[src/rtl/lsv_pkg.sv]
// Shared types, constants and codes for the landblock stream validator.
package lsv_pkg;

  localparam int HEADER_BYTES = 32;
  localparam int QDEPTH = 4;
  localparam int QPTR_W = $clog2(QDEPTH);
  localparam int SIDE_W = 11;
  localparam int LAYER_W = 4;
  localparam int CELL_W = 2 * SIDE_W - 1;
  localparam int EXP_LEN_W = CELL_W + 5;
  localparam int HEIGHT_W = CELL_W + 2;
  localparam int ADDR_W = 5;

  // Register indexes on the configuration port.
  localparam logic [2:0] REG_MAGIC = 3'd0;
  localparam logic [2:0] REG_VERSION = 3'd1;
  localparam logic [2:0] REG_MIN_SIDE = 3'd2;
  localparam logic [2:0] REG_MAX_SIDE = 3'd3;
  localparam logic [2:0] REG_MAX_LAYERS = 3'd4;

  // Header word positions.
  localparam logic [2:0] HW_MAGIC = 3'd0;
  localparam logic [2:0] HW_VERSION = 3'd1;
  localparam logic [2:0] HW_ID = 3'd2;
  localparam logic [2:0] HW_SIDE = 3'd3;
  localparam logic [2:0] HW_LAYERS = 3'd4;
  localparam logic [2:0] HW_FLAGS = 3'd5;
  localparam logic [2:0] HW_RES0 = 3'd6;
  localparam logic [2:0] HW_RES1 = 3'd7;

  localparam logic [15:0] ID_LOW_MASK = 16'hFFFF;

  typedef enum logic [3:0] {
    ST_OK        = 4'd0,
    ST_SMALL     = 4'd1,
    ST_MAGIC     = 4'd2,
    ST_VERSION   = 4'd3,
    ST_SIDE      = 4'd4,
    ST_LAYERS    = 4'd5,
    ST_FLAGS     = 4'd6,
    ST_RESERVED  = 4'd7,
    ST_SIZE      = 4'd8,
    ST_NONFINITE = 4'd9,
    ST_ID        = 4'd10
  } status_t;

  typedef enum logic [1:0] {
    K_NONE  = 2'd0,
    K_HDR   = 2'd1,
    K_LANE2 = 2'd2,
    K_LANE3 = 2'd3
  } kind_t;

  typedef struct packed {
    kind_t       kind;
    logic        last;
    logic [31:0] pos;
    logic [31:0] word;
  } entry_t;

  typedef struct packed {
    logic [31:0]        magic_word;
    logic [31:0]        format_version;
    logic [SIDE_W-1:0]  min_side;
    logic [SIDE_W-1:0]  max_side;
    logic [LAYER_W-1:0] max_layers;
  } cfg_t;

  typedef struct packed {
    logic [LAYER_W-1:0] layer_count;
    logic [SIDE_W-1:0]  side_count;
    logic [31:0]        block_id;
    status_t            status;
  } result_t;

endpackage

[src/rtl/lsv_regs.sv]
// Configuration register file behind the APB-style port.
module lsv_regs (
  input  logic                      clk,
  input  logic                      rst,
  input  logic                      psel,
  input  logic                      penable,
  input  logic                      pwrite,
  input  logic [lsv_pkg::ADDR_W-1:0] paddr,
  input  logic [31:0]               pwdata,
  output logic [31:0]               prdata,
  output logic                      pready,
  output lsv_pkg::cfg_t             cfg
);
  import lsv_pkg::*;

  logic [2:0] idx;
  logic       wr;

  assign idx = paddr[ADDR_W-1:2];
  assign pready = 1'b1;
  assign wr = psel && penable && pwrite && pready;

  always_ff @(posedge clk) begin
    if (rst) begin
      cfg.magic_word <= 32'd0;
      cfg.format_version <= 32'd1;
      cfg.min_side <= SIDE_W'(2);
      cfg.max_side <= SIDE_W'(255);
      cfg.max_layers <= LAYER_W'(8);
    end else if (wr) begin
      case (idx)
        REG_MAGIC: cfg.magic_word <= pwdata;
        REG_VERSION: cfg.format_version <= pwdata;
        REG_MIN_SIDE: cfg.min_side <= pwdata[SIDE_W-1:0];
        REG_MAX_SIDE: cfg.max_side <= pwdata[SIDE_W-1:0];
        REG_MAX_LAYERS: cfg.max_layers <= pwdata[LAYER_W-1:0];
        default: ;
      endcase
    end
  end

  always_comb begin
    case (idx)
      REG_MAGIC: prdata = cfg.magic_word;
      REG_VERSION: prdata = cfg.format_version;
      REG_MIN_SIDE: prdata = {{(32-SIDE_W){1'b0}}, cfg.min_side};
      REG_MAX_SIDE: prdata = {{(32-SIDE_W){1'b0}}, cfg.max_side};
      REG_MAX_LAYERS: prdata = {{(32-LAYER_W){1'b0}}, cfg.max_layers};
      default: prdata = 32'd0;
    endcase
  end

endmodule

[src/rtl/lsv_front.sv]
// Front end: takes bytes, assembles words, counts position and classifies.
module lsv_front (
  input  logic            clk,
  input  logic            rst,
  input  logic            s_tvalid,
  output logic            s_tready,
  input  logic [7:0]      s_tdata,   // [7:0] byte_value
  input  logic            s_tlast,
  input  logic            q_full,
  output logic            q_push,
  output lsv_pkg::entry_t q_entry
);
  import lsv_pkg::*;

  logic [31:0] word_shift;
  logic [31:0] byte_count;
  logic [31:0] word_next;
  logic        accept;
  logic        in_header;
  kind_t       kind;

  assign s_tready = !q_full;
  assign accept = s_tvalid && s_tready;
  assign word_next = {s_tdata, word_shift[31:8]};
  assign in_header = (byte_count < 32'(HEADER_BYTES));

  always_comb begin
    kind = K_NONE;
    if (in_header) begin
      if (byte_count[1:0] == 2'd3) kind = K_HDR;
    end else begin
      case (byte_count[1:0])
        2'd2: kind = K_LANE2;
        2'd3: kind = K_LANE3;
        default: kind = K_NONE;
      endcase
    end
  end

  assign q_push = accept && ((kind != K_NONE) || s_tlast);
  assign q_entry = '{kind: kind, last: s_tlast, pos: byte_count, word: word_next};

  always_ff @(posedge clk) begin
    if (rst) begin
      word_shift <= 32'd0;
      byte_count <= 32'd0;
    end else if (accept) begin
      if (s_tlast) begin
        word_shift <= 32'd0;
        byte_count <= 32'd0;
      end else begin
        word_shift <= word_next;
        if (byte_count != 32'hFFFF_FFFF) byte_count <= byte_count + 32'd1;
      end
    end
  end

endmodule

[src/rtl/lsv_queue.sv]
// Short queue of classified items between the front and the back end.
module lsv_queue (
  input  logic            clk,
  input  logic            rst,
  input  logic            push,
  input  lsv_pkg::entry_t push_entry,
  input  logic            pop,
  output logic            full,
  output logic            head_valid,
  output lsv_pkg::entry_t head
);
  import lsv_pkg::*;

  entry_t            mem [QDEPTH];
  logic [QPTR_W-1:0] wr_ptr;
  logic [QPTR_W-1:0] rd_ptr;
  logic [QPTR_W:0]   count;

  assign full = (count == (QPTR_W+1)'(QDEPTH));
  assign head_valid = (count != '0);
  assign head = mem[rd_ptr];

  always_ff @(posedge clk) begin
    if (push && !full) mem[wr_ptr] <= push_entry;
  end

  always_ff @(posedge clk) begin
    if (rst) begin
      wr_ptr <= '0;
      rd_ptr <= '0;
      count <= '0;
    end else begin
      if (push && !full) wr_ptr <= wr_ptr + 1'b1;
      if (pop && head_valid) rd_ptr <= rd_ptr + 1'b1;
      case ({push && !full, pop && head_valid})
        2'b10: count <= count + 1'b1;
        2'b01: count <= count - 1'b1;
        default: count <= count;
      endcase
    end
  end

  a_no_overflow: assert property (@(posedge clk) disable iff (rst)
    count <= (QPTR_W+1)'(QDEPTH))
    else $error("queue count above depth");

endmodule

[src/rtl/lsv_back.sv]
// Back end: header checks, size products, height scan and the result register.
module lsv_back (
  input  logic             clk,
  input  logic             rst,
  input  lsv_pkg::cfg_t    cfg,
  input  logic             head_valid,
  input  lsv_pkg::entry_t  head,
  output logic             pop,
  output logic             m_tvalid,
  input  logic             m_tready,
  output lsv_pkg::result_t result
);
  import lsv_pkg::*;

  status_t              header_error, header_error_next;
  logic [SIDE_W-1:0]    side_reg, side_reg_next;
  logic [LAYER_W-1:0]   layers_reg, layers_reg_next;
  logic [31:0]          id_reg, id_reg_next;
  logic                 nonfinite_seen, nonfinite_next;
  logic                 exp_bit, exp_bit_next;
  logic [CELL_W-1:0]    cells;
  logic [EXP_LEN_W-1:0] expected_len;
  logic [HEIGHT_W-1:0]  height_end;
  logic [2*SIDE_W-1:0]  side_sq;
  logic [EXP_LEN_W-1:0] len_prod;
  logic [31:0]          length;
  logic [31:0]          w;
  logic                 in_height;
  status_t              st;
  result_t              result_next;

  function automatic status_t flag(status_t cur, status_t code);
    return (cur == ST_OK) ? code : cur;
  endfunction

  assign pop = head_valid && (!head.last || !m_tvalid || m_tready);
  assign w = head.word;
  assign in_height = (head.pos < {{(32-HEIGHT_W){1'b0}}, height_end});
  assign length = (head.pos == 32'hFFFF_FFFF) ? head.pos : head.pos + 32'd1;

  // The size products run freely; side settles at header word three and layers at word four,
  // at least three queue entries before any result or height byte uses them.
  assign side_sq = {{SIDE_W{1'b0}}, side_reg} * {{SIDE_W{1'b0}}, side_reg};
  assign len_prod = {5'd0, cells} * {{(EXP_LEN_W-5){1'b0}}, 5'(layers_reg) + 5'd4};

  always_ff @(posedge clk) begin
    cells <= side_sq[CELL_W-1:0];
    expected_len <= len_prod + EXP_LEN_W'(HEADER_BYTES);
    height_end <= {cells, 2'b00} + HEIGHT_W'(HEADER_BYTES);
  end

  always_comb begin
    header_error_next = header_error;
    side_reg_next = side_reg;
    layers_reg_next = layers_reg;
    id_reg_next = id_reg;
    nonfinite_next = nonfinite_seen;
    exp_bit_next = exp_bit;
    st = ST_OK;
    result_next = result;
    if (pop) begin
      case (head.kind)
        K_HDR: begin
          case (head.pos[4:2])
            HW_MAGIC: if (w != cfg.magic_word)
              header_error_next = flag(header_error_next, ST_MAGIC);
            HW_VERSION: if (w != cfg.format_version)
              header_error_next = flag(header_error_next, ST_VERSION);
            HW_ID: id_reg_next = w;
            HW_SIDE: begin
              if (w < {21'd0, cfg.min_side} || w > {21'd0, cfg.max_side})
                header_error_next = flag(header_error_next, ST_SIDE);
              else
                side_reg_next = w[SIDE_W-1:0];
            end
            HW_LAYERS: begin
              if (w > {28'd0, cfg.max_layers})
                header_error_next = flag(header_error_next, ST_LAYERS);
              else
                layers_reg_next = w[LAYER_W-1:0];
            end
            HW_FLAGS: if (w != 32'd0)
              header_error_next = flag(header_error_next, ST_FLAGS);
            HW_RES0: if (w != 32'd0)
              header_error_next = flag(header_error_next, ST_RESERVED);
            HW_RES1: begin
              if (w != 32'd0)
                header_error_next = flag(header_error_next, ST_RESERVED);
              if ((id_reg[15:0] & ID_LOW_MASK) != 16'd0)
                header_error_next = flag(header_error_next, ST_ID);
            end
            default: ;
          endcase
        end
        K_LANE2: if (header_error == ST_OK && in_height) exp_bit_next = w[31];
        K_LANE3: begin
          // The top byte of a height word holds the sign and exponent bits 30..24.
          if (header_error == ST_OK && in_height && w[30:24] == 7'h7F && exp_bit)
            nonfinite_next = 1'b1;
        end
        default: ;
      endcase

      if (head.last) begin
        if (length < 32'(HEADER_BYTES)) st = ST_SMALL;
        else if (header_error_next != ST_OK) st = header_error_next;
        else if (length != {{(32-EXP_LEN_W){1'b0}}, expected_len}) st = ST_SIZE;
        else if (nonfinite_next) st = ST_NONFINITE;
        else st = ST_OK;
        result_next.status = st;
        result_next.block_id = (st == ST_OK) ? id_reg_next : 32'd0;
        result_next.side_count = (st == ST_OK) ? side_reg_next : '0;
        result_next.layer_count = (st == ST_OK) ? layers_reg_next : '0;
        header_error_next = ST_OK;
        side_reg_next = '0;
        layers_reg_next = '0;
        id_reg_next = 32'd0;
        nonfinite_next = 1'b0;
        exp_bit_next = 1'b0;
      end
    end
  end

  always_ff @(posedge clk) begin
    if (rst) begin
      header_error <= ST_OK;
      side_reg <= '0;
      layers_reg <= '0;
      id_reg <= 32'd0;
      nonfinite_seen <= 1'b0;
      exp_bit <= 1'b0;
      m_tvalid <= 1'b0;
    end else begin
      header_error <= header_error_next;
      side_reg <= side_reg_next;
      layers_reg <= layers_reg_next;
      id_reg <= id_reg_next;
      nonfinite_seen <= nonfinite_next;
      exp_bit <= exp_bit_next;
      if (pop && head.last) m_tvalid <= 1'b1;
      else if (m_tready) m_tvalid <= 1'b0;
    end
  end

  always_ff @(posedge clk) begin
    result <= result_next;
  end

  a_fail_zero: assert property (@(posedge clk) disable iff (rst)
    (m_tvalid && result.status != ST_OK) |->
      (result.block_id == 32'd0 && result.side_count == '0 && result.layer_count == '0))
    else $error("failed result carries payload");

  a_clear_after_last: assert property (@(posedge clk) disable iff (rst)
    (pop && head.last) |=> (header_error == ST_OK && !nonfinite_seen && id_reg == 32'd0))
    else $error("stream state not cleared after final byte");

  a_nonfinite_clean_hdr: assert property (@(posedge clk) disable iff (rst)
    nonfinite_seen |-> (header_error == ST_OK))
    else $error("nonfinite mark with a header error");

endmodule

[src/rtl/landblock_stream_validator_top.sv]
// Top level of the landblock stream validator: registers, front, queue and back.
// Throughput: one byte per cycle; the front stalls only while the four-entry queue is full.
// Result path: after the final byte's transfer, the result passes the queue and then
// the result register in the back end.
// Reset: synchronous, active high; clears the stream state and the queue and loads
// the configuration registers with their default values.
module landblock_stream_validator_top (
  input  logic                       clk,
  input  logic                       rst,
  input  logic                       s_tvalid,
  output logic                       s_tready,
  input  logic [7:0]                 s_tdata,   // [7:0] byte_value
  input  logic                       s_tlast,   // last_byte
  output logic                       m_tvalid,
  input  logic                       m_tready,
  output logic [55:0]                m_tdata,   // [3:0] status, [35:4] block_id,
                                                // [46:36] side_count, [50:47] layer_count
  input  logic                       psel,
  input  logic                       penable,
  input  logic                       pwrite,
  input  logic [lsv_pkg::ADDR_W-1:0] paddr,
  input  logic [31:0]                pwdata,
  output logic [31:0]                prdata,
  output logic                       pready
);
  import lsv_pkg::*;

  cfg_t    cfg;
  entry_t  push_entry;
  entry_t  head;
  logic    push;
  logic    full;
  logic    head_valid;
  logic    pop;
  result_t result;

  lsv_regs u_regs (
    .clk(clk), .rst(rst), .psel(psel), .penable(penable), .pwrite(pwrite),
    .paddr(paddr), .pwdata(pwdata), .prdata(prdata), .pready(pready), .cfg(cfg)
  );

  lsv_front u_front (
    .clk(clk), .rst(rst), .s_tvalid(s_tvalid), .s_tready(s_tready),
    .s_tdata(s_tdata), .s_tlast(s_tlast), .q_full(full), .q_push(push),
    .q_entry(push_entry)
  );

  lsv_queue u_queue (
    .clk(clk), .rst(rst), .push(push), .push_entry(push_entry), .pop(pop),
    .full(full), .head_valid(head_valid), .head(head)
  );

  lsv_back u_back (
    .clk(clk), .rst(rst), .cfg(cfg), .head_valid(head_valid), .head(head),
    .pop(pop), .m_tvalid(m_tvalid), .m_tready(m_tready), .result(result)
  );

  assign m_tdata = {5'd0, result};

endmodule

[config.mk]
export PLATFORM = sky130hd
export DESIGN_NAME = landblock_stream_validator_top
export DESIGN_NICKNAME = d
export VERILOG_FILES = /design/src/rtl/lsv_pkg.sv /design/src/rtl/lsv_regs.sv /design/src/rtl/lsv_front.sv /design/src/rtl/lsv_queue.sv /design/src/rtl/lsv_back.sv /design/src/rtl/landblock_stream_validator_top.sv
export SDC_FILE = /design/constraint.sdc
export NUM_CORES = 1
export LEC_CHECK = 0
export ABC_AREA = 1
export ABC_CLOCK_PERIOD_IN_PS = 4900
export BUFFER_PORTS_ARGS = -buffer_cell sky130_fd_sc_hd__buf_2
export CAP_MARGIN = 20
export CELL_PAD_IN_SITES_DETAIL_PLACEMENT = 0
export CELL_PAD_IN_SITES_GLOBAL_PLACEMENT = 1
export CORE_UTILIZATION = 44
export CTS_BUF_LIST = sky130_fd_sc_hd__clkbuf_4
export DETAILED_ROUTE_END_ITERATION = 8
export PLACE_DENSITY_LB_ADDON = 0.1
export SLEW_MARGIN = 25
export SYNTH_ARGS = -nofsm -noshare
export SYNTH_HDL_FRONTEND = slang
export SYNTH_HIERARCHICAL = 1
export SYNTH_SLANG_ARGS = --single-unit
[constraint.sdc]
create_clock -name clk -period 4.9 [get_ports clk]
set_input_delay 0.245 -clock clk [delete_from_list [all_inputs] [get_ports clk]]
set_output_delay 0.245 -clock clk [all_outputs]
set_load 0.1 [all_outputs]
==> out/qor.yml <==
run_status:
  status: "finished clean"
timing:
  setup_ws_ns: 0.1833
  maxSlewViolCount: 0
  finalCritPeriodShare_pct: 96.26
  setup_viol: 0
  skew_ns: 0.09452
  timing.fmax_ghz: 0.2120
  finalCriticalPeriod_ns: 4.717
  hold_viol_final: 0
  relSlewSlack_pct: 29.88
  worstMarginPinSlew_ns: 1.048
synth:
  synthCells: 4327
  yosys_warnings: 6
  ys_types: 54
  synth-edff-count: 319
  synth.avg_cell_area_um2: 8.110
  synthDominantCellAreaShare_pct: 27.30
  yosysMostFrequentCell: "nand2_1"
  yosys.area.top_type: "edfxtp_1"
  ys_ff_latch: 594
  async_flop_share_pct: 0
  synth_ff_type: "edfxtp_1"
  synthTopCellsByArea: "edfxtp_1 27%, dfxtp_1 16%, nand2_1 11%, fa_1 7.0%, nor2_1 6.5%"
  netlist_top_cells_count: "1014 x nand2_1, 609 x nor2_1, 608 x inv_1"
  syn_area_um2: 35090
  ys_seq_area_share_pct: 42.99
global_route:
  grt_max_degree: 70
  grt_pass1_vias: 28490
  antenna_found_initial: 1
  grt_overflow: 0
  grt_use_total_pct: 24.48
  grt_first_pass_wirelength_um: 155400
setup_path:
  crit_path_top_delay_cell: "fa_1"
  startpoint_type: "flip-flop"
  end_kind: "flip-flop"
  ff2ff_setup_slack_ns: 0.18
  worstPathRequired_ns: 5.75
  cp.depth: 20
  crit_end: "u_back/cells[18]"
  reg2reg_to: "u_back/cells[18]"
  cp_top_family: "adder cells"
  crit_top_cell: "fa_1"
  critPathMaxFanout: 5
  worstPathCellList: "nand2_1 > inv_1 > buf_4 > fa_1 > fa_1 > fa_1 > fa_1 > inv_1 > fa_1 > inv_2 > ha_4 > nand2_2 > nor2_2 > nand2_1 > o211ai_1 > a31oi_1 > o21ai_1 > a31oi_1 > o21ai_1 > xor2_1"
  worst-path-buf-inv: 4
  reg2reg_depth: 20
  max_stage_delay_ns: 0.56
  critPathLaunch: "u_back/side_reg[2]"
  regToRegStartpoint: "u_back/side_reg[2]"
  worstSetupPathType: "flip-flop to flip-flop"
  crit_arrival_ns: 5.56
floorplan:
  dieHeight_um: 284.4
  ios: 144
  core_area_um2: 79000
  fp.dieW_um: 284.4
  initial_core_util_pct: 44.42
  rows: 103
  dieArea_um2: 80880
drt:
  wire_per_inst_um: 16.65
  dr.pass1.iters: 6
  vias_per_cell: 4.913
  drt_iter0_markers: 1722
  wirelength_um: 97940
  vias: 28900
  drc: 0
  ant_nets: 0
clock_tree:
  clock-sinks: 594
  cts_buffer_depth: 3
  cts_root_buf: "clkbuf_4"
  cts_buffers: 167
  clk_pin_slew_ns: 0.06
  ctsHtreeMaxLevel: 4
  cts_tree: "done"
  clk_latency_ns: 1.05
final_layout:
  final_nets: 5035
  stdcell_area_um2: 40680
  drive_gt1_share_pct: 13.97
  largest_reg_flops: 268
  fin_cells: 5883
  fillCellCount: 7861
  fin_util_pct: 51.49
  area.growth.synth_to_final_pct: 15.92
  reg_top3: "u_queue/mem (268), u_regs/cfg (90), u_back/result (51)"
  regMostFlops: "u_queue/mem"
place:
  dp.cells: 5481
  place_congestion: 0.9048
  post-place-ws_ns: -0.03728
  dpl.hpwl_um: 69400
  io_buffers: 135
  place_area_um2: 37310
power:
  ir_drop_mv: 0.3437
  power.density_nw_per_um2: 464.7
  totalPowerFinal_uw: 18900
  p_leak_uw: 0.01856
run:
  cap_violations: 0
worst_hold_path:
  min_from: "pwdata[30]"
  hp-class: "input pin to flip-flop"
## repair_timing
| item | 4_1_cts | 5_1_grt |
|---|---|---|
| pin swaps | 4 | 17 |
| setup buffers | 1 | 1 |
| hold buffers | 104 | 0 |
| setup endpoints to repair | 3 | 10 |
| resized for setup | 8 | 32 |
| endpoints found under the hold margin | 199 | 0 |
## report_power, final
group	switching (uW)	total [uW]	leakage (uW)	internal (uW)
Clock	2250	4600	0.00129	2350
Combinational	5970	8290	0.0121	2320
Sequential	228	6020	0.00519	5790
Total	8450	18900	0.0186	10500
## layout make-up
cell class                      instances  area [um2]  share of cell area (%)
Antenna cell                            1       2.502                0.006152
Clock buffer                          244        1832                   4.503
Clock inverter                         51       359.1                  0.8828
Inverter                              625        2352                   5.783
Multi-Input combinational cell       2924       16680                   41.02
Sequential cell                       594       15110                   37.15
Tap cell                             1050        1314                   3.230
Timing Repair Buffer                  394        3024                   7.435
## cells in the final DEF, fill, tap and decap left out, drive strengths merged, types with 2 or more instances in the layout
cell | netlist | final
nand2 | 1026 | 1026
and2 | 2 | 2
clkinv | 8 | 53
or2 | 8 | 8
nor3 | 22 | 22
a21boi | 2 | 2
nor4 | 4 | 4
edfxtp | 319 | 319
nor3b | 4 | 4
nand3 | 255 | 255
o21ai | 228 | 228
fa | 122 | 122
xor2 | 48 | 48
xnor2 | 75 | 75
conb | 4 | 10
inv | 617 | 623
o22ai | 110 | 110
a31oi | 3 | 3
o211ai | 5 | 5
buf | 107 | 290
a21oi | 114 | 114
dfxtp | 275 | 275
nand3b | 11 | 11
nand4 | 43 | 43
ha | 154 | 154
dlygate4sd3 | 0 | 104
clkbuf | 83 | 244
a211oi | 3 | 3
o21bai | 9 | 9
nor2 | 658 | 658
a21o | 3 | 3
## through the flow
stage,hold WS [ns],setup TNS [ns]
floorplan,0.3141,-133.64
global route,0.1014,-0.02289
detailed placement,0.4494,-0.03728
CTS,0.01403,0
global placement,0.4485,-0.03836
finish,0.1501,0
## cells by family (layout without fill, tap and decap cells)
family / after synthesis / in the layout / share of synthesized area (%)
and+or+nand+nor: 2033 / 2033 / 24.02
AOI/OAI and AO/OA: 482 / 482 / 7.484
xor gates and xnor gates: 123 / 123 / 3.070
buffers and inverters: 815 / 1314 / 9.941
DFF: 594 / 594 / 42.99
adders and majority gates: 276 / 276 / 12.45
other: 4 / 11 / 0.04278
## layer usage
metal	track usage (%)	up-vias	part of all wire [%]
met2	38.87	629	46
met1	33.87	13490	47
met5	0	-	0
met3	3.957	130	5.0
met4	8.280	0	2.2
li1	-	14650	-
## worst min path at each step
stage,cells after the start,slack (ns),end
final,6,0.15,u_regs/cfg[88]
after global routing,6,0.10,u_regs/cfg[37]
after CTS,6,0.01,u_regs/cfg[56]
after detailed placement,2,0.45,u_back/nonfinite_seen
after global placement,2,0.45,u_back/nonfinite_seen
after floorplan,1,0.31,u_queue/wr_ptr[0]
## tightest hold or removal path: cells and delay by family
kind	cells	cell delay (ns)
buffers and inverters	3	0.67
AND/OR/NAND/NOR	3	0.19
Note: power is estimated with default switching activity, not from simulation.
